<file path="config.mk">
export PLATFORM = sky130hd
export DESIGN_NAME = byte_ring_buffer_with_dma_head_unit
export DESIGN_NICKNAME = d
export VERILOG_FILES = /design/src/hw/rtl/brbdma_pkg.sv /design/src/hw/rtl/brbdma_ctrl.sv /design/src/hw/rtl/brbdma_dp.sv /design/src/hw/rtl/byte_ring_buffer_with_dma_head_unit.sv
export SDC_FILE = /design/constraint.sdc
export NUM_CORES = 2
export LEC_CHECK = 0
export BUFFER_PORTS_ARGS = -buffer_cell sky130_fd_sc_hd__buf_2
export CORE_MARGIN = 1.5
export CORE_UTILIZATION = 60
export DETAILED_ROUTE_END_ITERATION = 7
export GPL_TIMING_DRIVEN = 0
export PLACE_DENSITY_LB_ADDON = 0.3
export SYNTH_ARGS = -nofsm -noshare
export SYNTH_HDL_FRONTEND = slang
export SYNTH_SLANG_ARGS = --single-unit
</file>
<file path="constraint.sdc">
create_clock -name clk -period 22.5 [get_ports clk]
set_input_delay 0 -clock clk [delete_from_list [all_inputs] [get_ports clk]]
set_output_delay 0 -clock clk [all_outputs]
set_load 0.01 [all_outputs]
</file>
<file path="src/hw/rtl/brbdma_pkg.sv">
// ----------------------------------------------------------------------------
// brbdma_pkg
// Shared types and constants for the circular byte FIFO with DMA head.
// ----------------------------------------------------------------------------
package brbdma_pkg;

	// Pointer geometry: pointers are bytes, the size in use is at most 256
	localparam int unsigned PTR_W     = 8;
	localparam int unsigned PTR_SPAN  = 256;
	localparam int unsigned DEPTH_DEF = 256;

	// Size register limits
	localparam int unsigned SZ_W      = 4;
	localparam logic [3:0]  SZ_MIN    = 4'd1;
	localparam logic [3:0]  SZ_MAX    = 4'd8;
	localparam logic [3:0]  SZ_RESET  = 4'd8;

	// Configuration port
	localparam int unsigned APB_AW    = 3;
	localparam int unsigned APB_DW    = 32;
	localparam logic        REG_DMA_MODE  = 1'b0;
	localparam logic        REG_SIZE_LOG2 = 1'b1;

	// Item commands
	typedef enum logic [1:0] {
		CMD_WRITE  = 2'd0,
		CMD_READ   = 2'd1,
		CMD_SKIP   = 2'd2,
		CMD_STATUS = 2'd3
	} cmd_t;

	// Controller to datapath commands
	typedef struct packed {
		logic take;    // latch the input transaction
		logic exec;    // evaluate the item, update pointers and storage
		logic fetch;   // read the result byte from storage
		logic load;    // move the result into the output register
	} dp_cmd_t;

	// Datapath to controller status
	typedef struct packed {
		logic out_free; // output register can take a result this cycle
	} dp_stat_t;

endpackage

</file>
<file path="src/hw/rtl/brbdma_ctrl.sv">
// ----------------------------------------------------------------------------
// brbdma_ctrl
// Sequencer: accept, execute, storage fetch, output load.
// ----------------------------------------------------------------------------
module brbdma_ctrl
	import brbdma_pkg::*;
(
	input  logic     clk,
	input  logic     arst_n,
	input  logic     in_valid,
	output logic     in_stall,
	input  dp_stat_t stat,
	output dp_cmd_t  cmd
);

	typedef enum logic [3:0] {
		ST_IDLE  = 4'b0001,
		ST_EXEC  = 4'b0010,
		ST_FETCH = 4'b0100,
		ST_LOAD  = 4'b1000
	} state_t;

	state_t state_q;
	state_t state_d;

	// Next state
	always_comb begin
		state_d = state_q;
		unique case (state_q)
			ST_IDLE:  if (in_valid) state_d = ST_EXEC;
			ST_EXEC:  state_d = ST_FETCH;
			ST_FETCH: state_d = ST_LOAD;
			ST_LOAD:  if (stat.out_free) state_d = ST_IDLE;
			default:  state_d = ST_IDLE;
		endcase
	end

	always_ff @(posedge clk or negedge arst_n) begin
		if (!arst_n) begin
			state_q <= ST_IDLE;
		end else begin
			state_q <= state_d;
		end
	end

	// Commands to the datapath
	assign in_stall  = (state_q != ST_IDLE);
	assign cmd.take  = (state_q == ST_IDLE) && in_valid;
	assign cmd.exec  = (state_q == ST_EXEC);
	assign cmd.fetch = (state_q == ST_FETCH);
	assign cmd.load  = (state_q == ST_LOAD) && stat.out_free;

endmodule

</file>
<file path="src/hw/rtl/brbdma_dp.sv">
// ----------------------------------------------------------------------------
// brbdma_dp
// Datapath: pointers, byte storage, fill and run arithmetic, output register.
// ----------------------------------------------------------------------------
module brbdma_dp
	import brbdma_pkg::*;
#(
	parameter int unsigned MAX_DEPTH = DEPTH_DEF
)
(
	input  logic             clk,
	input  logic             arst_n,
	input  dp_cmd_t          cmd,
	output dp_stat_t         stat,
	input  logic             dma_mode,
	input  logic [SZ_W-1:0]  size_log2,
	input  logic [1:0]       in_cmd,
	input  logic [PTR_W-1:0] in_data,
	input  logic [PTR_W-1:0] in_skip,
	input  logic [PTR_W-1:0] in_head,
	output logic             out_valid,
	input  logic             out_stall,
	output logic [PTR_W-1:0] out_data,
	output logic             out_done,
	output logic [PTR_W-1:0] out_moved,
	output logic [PTR_W-1:0] out_fill,
	output logic [PTR_W-1:0] out_contig
);

	localparam int unsigned AW = $clog2(MAX_DEPTH);

	// Pointer to storage slot, pointer taken modulo the storage depth
	typedef logic [AW-1:0] slot_tbl_t [PTR_SPAN];

	function automatic slot_tbl_t build_slots();
		slot_tbl_t   t;
		int unsigned r;
		r = 0;
		for (int i = 0; i < PTR_SPAN; i++) begin
			t[i] = AW'(r);
			r    = (r == MAX_DEPTH - 1) ? 0 : r + 1;
		end
		return t;
	endfunction

	localparam slot_tbl_t SLOT_TBL = build_slots();

	// Storage
	logic [PTR_W-1:0] mem_q [MAX_DEPTH];

	// Latched transaction
	cmd_t             cmd_q;
	logic [PTR_W-1:0] din_q;
	logic [PTR_W-1:0] slen_q;
	logic [PTR_W-1:0] dhead_q;

	// Pointers and per-item results
	logic [PTR_W-1:0] head_q;
	logic [PTR_W-1:0] tail_q;
	logic [PTR_W-1:0] rd_ptr_q;
	logic [PTR_W-1:0] rdata_q;
	logic             zero_q;
	logic             done_q;
	logic [PTR_W-1:0] moved_q;
	logic [PTR_W-1:0] fill_q;
	logic [PTR_W-1:0] contig_q;

	// Output register
	logic             ovld_q;
	logic [PTR_W-1:0] odata_q;
	logic             odone_q;
	logic [PTR_W-1:0] omoved_q;
	logic [PTR_W-1:0] ofill_q;
	logic [PTR_W-1:0] ocontig_q;

	// Item evaluation
	logic [SZ_W-1:0]  lg;
	logic [PTR_W:0]   size;
	logic [PTR_W-1:0] mask;
	logic [PTR_W-1:0] tail;
	logic [PTR_W-1:0] head;
	logic [PTR_W-1:0] count;
	logic             wr_ok;
	logic             rd_ok;
	logic             is_skip;
	logic [PTR_W-1:0] moved;
	logic [PTR_W-1:0] head_nx;
	logic [PTR_W-1:0] tail_nx;
	logic [PTR_W-1:0] fill_nx;
	logic [PTR_W:0]   to_end;
	logic [PTR_W-1:0] contig_nx;

	// Clamp the size and derive the mask
	always_comb begin
		if (size_log2 < SZ_MIN) begin
			lg = SZ_MIN;
		end else if (size_log2 > SZ_MAX) begin
			lg = SZ_MAX;
		end else begin
			lg = size_log2;
		end
		size = (PTR_W+1)'(1) << lg;
		mask = PTR_W'(size - (PTR_W+1)'(1));
	end

	// Decide the item and the pointers after it
	always_comb begin
		tail    = tail_q & mask;
		head    = (dma_mode ? dhead_q : head_q) & mask;
		count   = (head - tail) & mask;
		wr_ok   = (cmd_q == CMD_WRITE) && !dma_mode && (count < mask);
		rd_ok   = (cmd_q == CMD_READ) && (count != '0);
		is_skip = (cmd_q == CMD_SKIP);
		if (wr_ok || rd_ok) begin
			moved = PTR_W'(1);
		end else if (is_skip) begin
			moved = (slen_q > count) ? count : slen_q;
		end else begin
			moved = '0;
		end
		head_nx   = wr_ok ? ((head + PTR_W'(1)) & mask) : head;
		tail_nx   = (rd_ok || is_skip) ? ((tail + moved) & mask) : tail;
		fill_nx   = (head_nx - tail_nx) & mask;
		to_end    = size - {1'b0, tail_nx};
		contig_nx = ({1'b0, fill_nx} <= to_end) ? fill_nx : PTR_W'(to_end);
	end

	// Latch the transaction
	always_ff @(posedge clk) begin
		if (cmd.take) begin
			cmd_q   <= cmd_t'(in_cmd);
			din_q   <= in_data;
			slen_q  <= in_skip;
			dhead_q <= in_head;
		end
	end

	// Advance the pointers
	always_ff @(posedge clk or negedge arst_n) begin
		if (!arst_n) begin
			head_q <= '0;
			tail_q <= '0;
		end else if (cmd.exec) begin
			if (wr_ok) begin
				head_q <= head_nx;
			end
			if (rd_ok || is_skip) begin
				tail_q <= tail_nx;
			end
		end
	end

	// Hold the item results
	always_ff @(posedge clk) begin
		if (cmd.exec) begin
			rd_ptr_q <= rd_ok ? tail : tail_nx;
			zero_q   <= !rd_ok && (fill_nx == '0);
			done_q   <= wr_ok || rd_ok;
			moved_q  <= moved;
			fill_q   <= fill_nx;
			contig_q <= contig_nx;
		end
	end

	// Storage write on execute, registered read on fetch
	always_ff @(posedge clk) begin
		if (cmd.exec && wr_ok) begin
			mem_q[SLOT_TBL[head]] <= din_q;
		end
		if (cmd.fetch) begin
			rdata_q <= mem_q[SLOT_TBL[rd_ptr_q]];
		end
	end

	// Output register
	assign stat.out_free = !ovld_q || !out_stall;

	always_ff @(posedge clk or negedge arst_n) begin
		if (!arst_n) begin
			ovld_q <= 1'b0;
		end else if (cmd.load) begin
			ovld_q <= 1'b1;
		end else if (!out_stall) begin
			ovld_q <= 1'b0;
		end
	end

	always_ff @(posedge clk) begin
		if (cmd.load) begin
			odata_q   <= zero_q ? '0 : rdata_q;
			odone_q   <= done_q;
			omoved_q  <= moved_q;
			ofill_q   <= fill_q;
			ocontig_q <= contig_q;
		end
	end

	assign out_valid  = ovld_q;
	assign out_data   = odata_q;
	assign out_done   = odone_q;
	assign out_moved  = omoved_q;
	assign out_fill   = ofill_q;
	assign out_contig = ocontig_q;

endmodule

</file>
<file path="src/hw/rtl/byte_ring_buffer_with_dma_head_unit.sv">
// ----------------------------------------------------------------------------
// byte_ring_buffer_with_dma_head_unit
// Circular byte FIFO, power-of-two size in use, one slot kept free, head
// from software or from a DMA engine.
//
//   channel | direction | handshake          | payload
//   --------+-----------+--------------------+----------------------------------
//   input   | in        | in_valid/in_stall  | cmd, data_in, skip_len, dma_head
//   result  | out       | out_valid/out_stall| data_out, done_res, moved,
//           |           |                    | fill_count, contiguous
//   config  | in        | APB psel/penable   | dma_mode, size_log2
//
// An item goes through four steps in order: accept, execute (pointer update
// and storage write), storage read, output load. The next item is accepted
// while a result waits in the output register. A stalled output holds the
// sequencer in its load step until the register frees. Reset clears the
// pointers, configuration and output valid flag, not storage or data latches.
// ----------------------------------------------------------------------------
module byte_ring_buffer_with_dma_head_unit
	import brbdma_pkg::*;
#(
	parameter int unsigned MAX_DEPTH = DEPTH_DEF
)
(
	input  logic              clk,
	input  logic              arst_n,
	input  logic              in_valid,
	output logic              in_stall,
	input  logic [1:0]        cmd,
	input  logic [PTR_W-1:0]  data_in,
	input  logic [PTR_W-1:0]  skip_len,
	input  logic [PTR_W-1:0]  dma_head,
	output logic              out_valid,
	input  logic              out_stall,
	output logic [PTR_W-1:0]  data_out,
	output logic              done_res,
	output logic [PTR_W-1:0]  moved,
	output logic [PTR_W-1:0]  fill_count,
	output logic [PTR_W-1:0]  contiguous,
	input  logic              psel,
	input  logic              penable,
	input  logic              pwrite,
	input  logic [APB_AW-1:0] paddr,
	input  logic [APB_DW-1:0] pwdata,
	output logic [APB_DW-1:0] prdata,
	output logic              pready
);

	logic            dma_mode_q;
	logic [SZ_W-1:0] size_log2_q;
	logic            cfg_wr;
	dp_cmd_t         dcmd;
	dp_stat_t        dstat;

	// Configuration registers
	assign pready = 1'b1;
	assign cfg_wr = psel && penable && pwrite && pready;

	always_ff @(posedge clk or negedge arst_n) begin
		if (!arst_n) begin
			dma_mode_q  <= 1'b0;
			size_log2_q <= SZ_RESET;
		end else if (cfg_wr) begin
			if (paddr[2] == REG_DMA_MODE) begin
				dma_mode_q <= pwdata[0];
			end else begin
				size_log2_q <= pwdata[SZ_W-1:0];
			end
		end
	end

	// Register readback
	always_comb begin
		if (paddr[2] == REG_SIZE_LOG2) begin
			prdata = APB_DW'(size_log2_q);
		end else begin
			prdata = APB_DW'(dma_mode_q);
		end
	end

	brbdma_ctrl u_ctrl (
		.clk      (clk),
		.arst_n   (arst_n),
		.in_valid (in_valid),
		.in_stall (in_stall),
		.stat     (dstat),
		.cmd      (dcmd)
	);

	brbdma_dp #(
		.MAX_DEPTH (MAX_DEPTH)
	) u_dp (
		.clk        (clk),
		.arst_n     (arst_n),
		.cmd        (dcmd),
		.stat       (dstat),
		.dma_mode   (dma_mode_q),
		.size_log2  (size_log2_q),
		.in_cmd     (cmd),
		.in_data    (data_in),
		.in_skip    (skip_len),
		.in_head    (dma_head),
		.out_valid  (out_valid),
		.out_stall  (out_stall),
		.out_data   (data_out),
		.out_done   (done_res),
		.out_moved  (moved),
		.out_fill   (fill_count),
		.out_contig (contiguous)
	);

endmodule
</file>
==> results.tsv <==
metric	value	unit
status	finished, violations left	
failing checks	design-rule violations, max-capacitance violations, max-slew violations	
CTS buffer count	205	
DIE WIDTH	381.9	microns
TNS Setup	0	ns
sequential-to-total area share from yosys stat	0.7568	
Vias/cell	6.946	
Slew Limit Fails	21	
max-cap violations	3	
crit path max fanout	10	
cell depth of the worst setup path	40	
EDFF count, synth	2149	
period utilization	0.5201	
TritonCTS clock tree	yes	
critical path launch point type	flop	
final worst setup slack	10.80	ns
Post-synth top cells	2149 x edfxtp_1, 680 x mux4_2, 262 x nor2_1	
DP Wirelength	147300	microns
# resized after CTS	0	
final wirelength	236300	microns
area share of the largest cell type after synthesis	0.7493	
initial antenna violation count	15	
leading area contributor after synthesis	edfxtp_1	
GP Congestion	0.9277	
Worst EP arrival	12.26	ns
Worst R2R Start	size_log2_q[2]	
Critical Path End Type	flop	
num ports	136	
Crit path top cell by count	ha_1	
Hold Fails Final Rpt	0	
Max H-tree Level	4	
routed vias	44690	
DRC viols	2	
Die Span Y	381.9	microns
hold_buf cts	73	
Hold Path Class	in2reg	
first-pass GRT wire length	334200	microns
Clock Latency Late Sink	0.87	ns
Slew HR	-0.03934	
Sequential Area	65190	sq um
Layout Skew	0.04644	ns
asr flop ratio synth	0.01195	
WL per Instance	36.73	microns
Core ar.	141900	sq um
Most used DFF post-synth	edfxtp_1	
Syn Inst Count	3884	
fin crit period	11.70	ns
leakage	0.03114	uW
drt first pass iters	8	
# setup viols final	0	
Peak VDD IR	0.09607	mV
fillers	8092	
clk sinks	2175	
Detail Route Antenna Nets	0	
initial core utilization	0.6068	
maximum number of pins on one net before global-route repair	33	
fmax	85.46	MHz
clock-pin slew on the worst setup and hold paths	0.07	ns
number of I/O port buffers	76	
number of global-route vias before repair	45260	
Worst EP required	23.06	ns
top-count cell post-synth	edfxtp_1	
ranking of synthesized cells by area	edfxtp_1 75%, mux4_2 18%, nor2_1 1.1%	
CTS root buf	clkbuf_16	
layout cell share with drive strength beyond 1	0.2785	
Least-Margin Pin Slew	1.559	ns
CP max stage delay	1.00	ns
Nets	4487	
post-placement worst setup slack	11.22	ns
num rows	138	
hold_sp	out_stall	
syn avg cell area	22.17	sq um
FF-to-FF path depth	40	
Ys Warns	0	
hold slack	0.1083	ns
die area	145800	sq um
WS Path Type	reg2reg	
post-CTS setup buffers	0	
worst setup path startpoint	size_log2_q[2]	
CP bufs+invs	5	
number of synthesized register bits	2175	
global route overflow	0	
Power Dens Cells	102.6	nW/um^2
mapped cell area	86130	sq um
Clock Path Buffers	3	
RSZ-0062 raised after global routing	no	
multi-input logic area	20000	sq um
crit-path leading delay family	compound AO/OA/AOI/OAI gates	
DR iter-0 viols	7226	
CP max-delay cell	nor2_1	
GR Util All Layers	0.3304	
Hold Path Depth	4	
Layout area overhead	14.54	%
Total Power Consumption	10120	uW
Yosys cell types	74	
final design utilization	0.6951	
-- worst paths after layout --
| kind | end | slack, ns |
|---|---|---|
| max reg2reg | u_dp.contig_q[1] | 10.80 |
| min reg2reg | u_dp.out_moved[6] | 0.42 |
| min | u_ctrl.state_q[3] | 0.11 |
| max in group asynchronous | dma_mode_q | 21.94 |
| max | u_dp.contig_q[1] | 10.80 |
| min in group asynchronous | u_ctrl.state_q[0] | 0.36 |
-- tightest hold or removal path, delay by kind of cell --
family                 cells  cell delay, ns
AO/OA/AOI/OAI              1            0.11
buffers and inverters      2            0.68
AND/OR/NAND/NOR            1            0.11
-- area by class of cell --
class	count	area share
flip-flops and latches	2175	0.6608
diodes	5	0.0001268
inverters	29	0.001103
clock inverters	136	0.01103
plain buffers	237	0.01096
repair buffers	245	0.03475
clock buffers	245	0.05460
multi-input cells	1472	0.2027
well taps	1890	0.02397
-- power by group --
| part | total, uW | internal [uW] | leakage [uW] | switching, uW |
|---|---|---|---|---|
| clock | 3390 | 1860 | 0.00318 | 1530 |
| sequential | 4740 | 4700 | 0.0197 | 44.0 |
| combinational | 1990 | 800 | 0.00829 | 1190 |
| total | 10100 | 7360 | 0.0311 | 2760 |
-- sequential cells by signal, indices dropped and copies added, names as in the netlist, 4 cells and up --
name	cells
size_log2_q	4
u_ctrl.state_q	4
u_dp.contig_q	8
u_dp.dhead_q	8
u_dp.din_q	8
u_dp.fill_q	8
u_dp.head_q	8
u_dp.mem_q	2048
u_dp.moved_q	8
u_dp.out_contig	8
u_dp.out_data	8
u_dp.out_fill	8
u_dp.out_moved	8
u_dp.rd_ptr_q	8
u_dp.rdata_q	8
u_dp.slen_q	8
u_dp.tail_q	8
-- logic make-up after synthesis --
kind of cell | count (synthesis) | synth area share
DFF | 2175 | 0.7568
muxes | 710 | 0.1818
and+or+nand+nor | 519 | 0.02670
buffers and inverters | 266 | 0.01368
AOI/OAI and AO/OA | 126 | 0.009428
adders and majority gates | 54 | 0.008193
xor gates and xnor gates | 32 | 0.003254
other | 2 | 0.00008720
-- per-stage QoR --
step / std cells / area [sq um]
floorplan: 3913 / 86240
global placement: 5879 / 88980
detailed placement: 5970 / 91320
CTS: 6424 / 98530
global route: 6429 / 98640
finish: 6434 / 98650
-- per-layer routing --
metal  vias to the layer above  global-route usage  share of wire
met2                      3550              0.5161           0.48
met3                       615             0.09027           0.12
met4                        12              0.1709          0.056
met5                         -           0.0009921        0.00036
met1                     23280              0.4315           0.34
li1                      17240                   -              -
-- placed cells by master, fill, tap and decap left out, types with 5 or more instances in the layout --
master and count:
mux4_2 680, clkbuf_1 152, a21oi_1 32, mux2_2 18, dfrtp_1 24, clkbuf_16 210, nand4_1 7, diode_2 5
a31oi_1 6, a21o_1 19, and2_1 9, clkbuf_2 10, nor3_2 18, clkinv_2 41, inv_1 29, nor3_1 45
buf_1 58, inv_6 8, clkinv_1 60, o31ai_1 5, edfxtp_1 2149, conb_1 31, xor2_1 12, o21ai_0 32
buf_8 10, buf_2 93, ha_1 50, dlygate4sd3_1 72, buf_4 38, nor2_1 261, buf_16 75, mux2i_1 9
nor2b_1 16, bufinv_16 13, or3_1 5, nand2_1 100, nand2b_1 12, xnor2_1 20, nand3_1 15
Power figures use the tool's default switching activity.
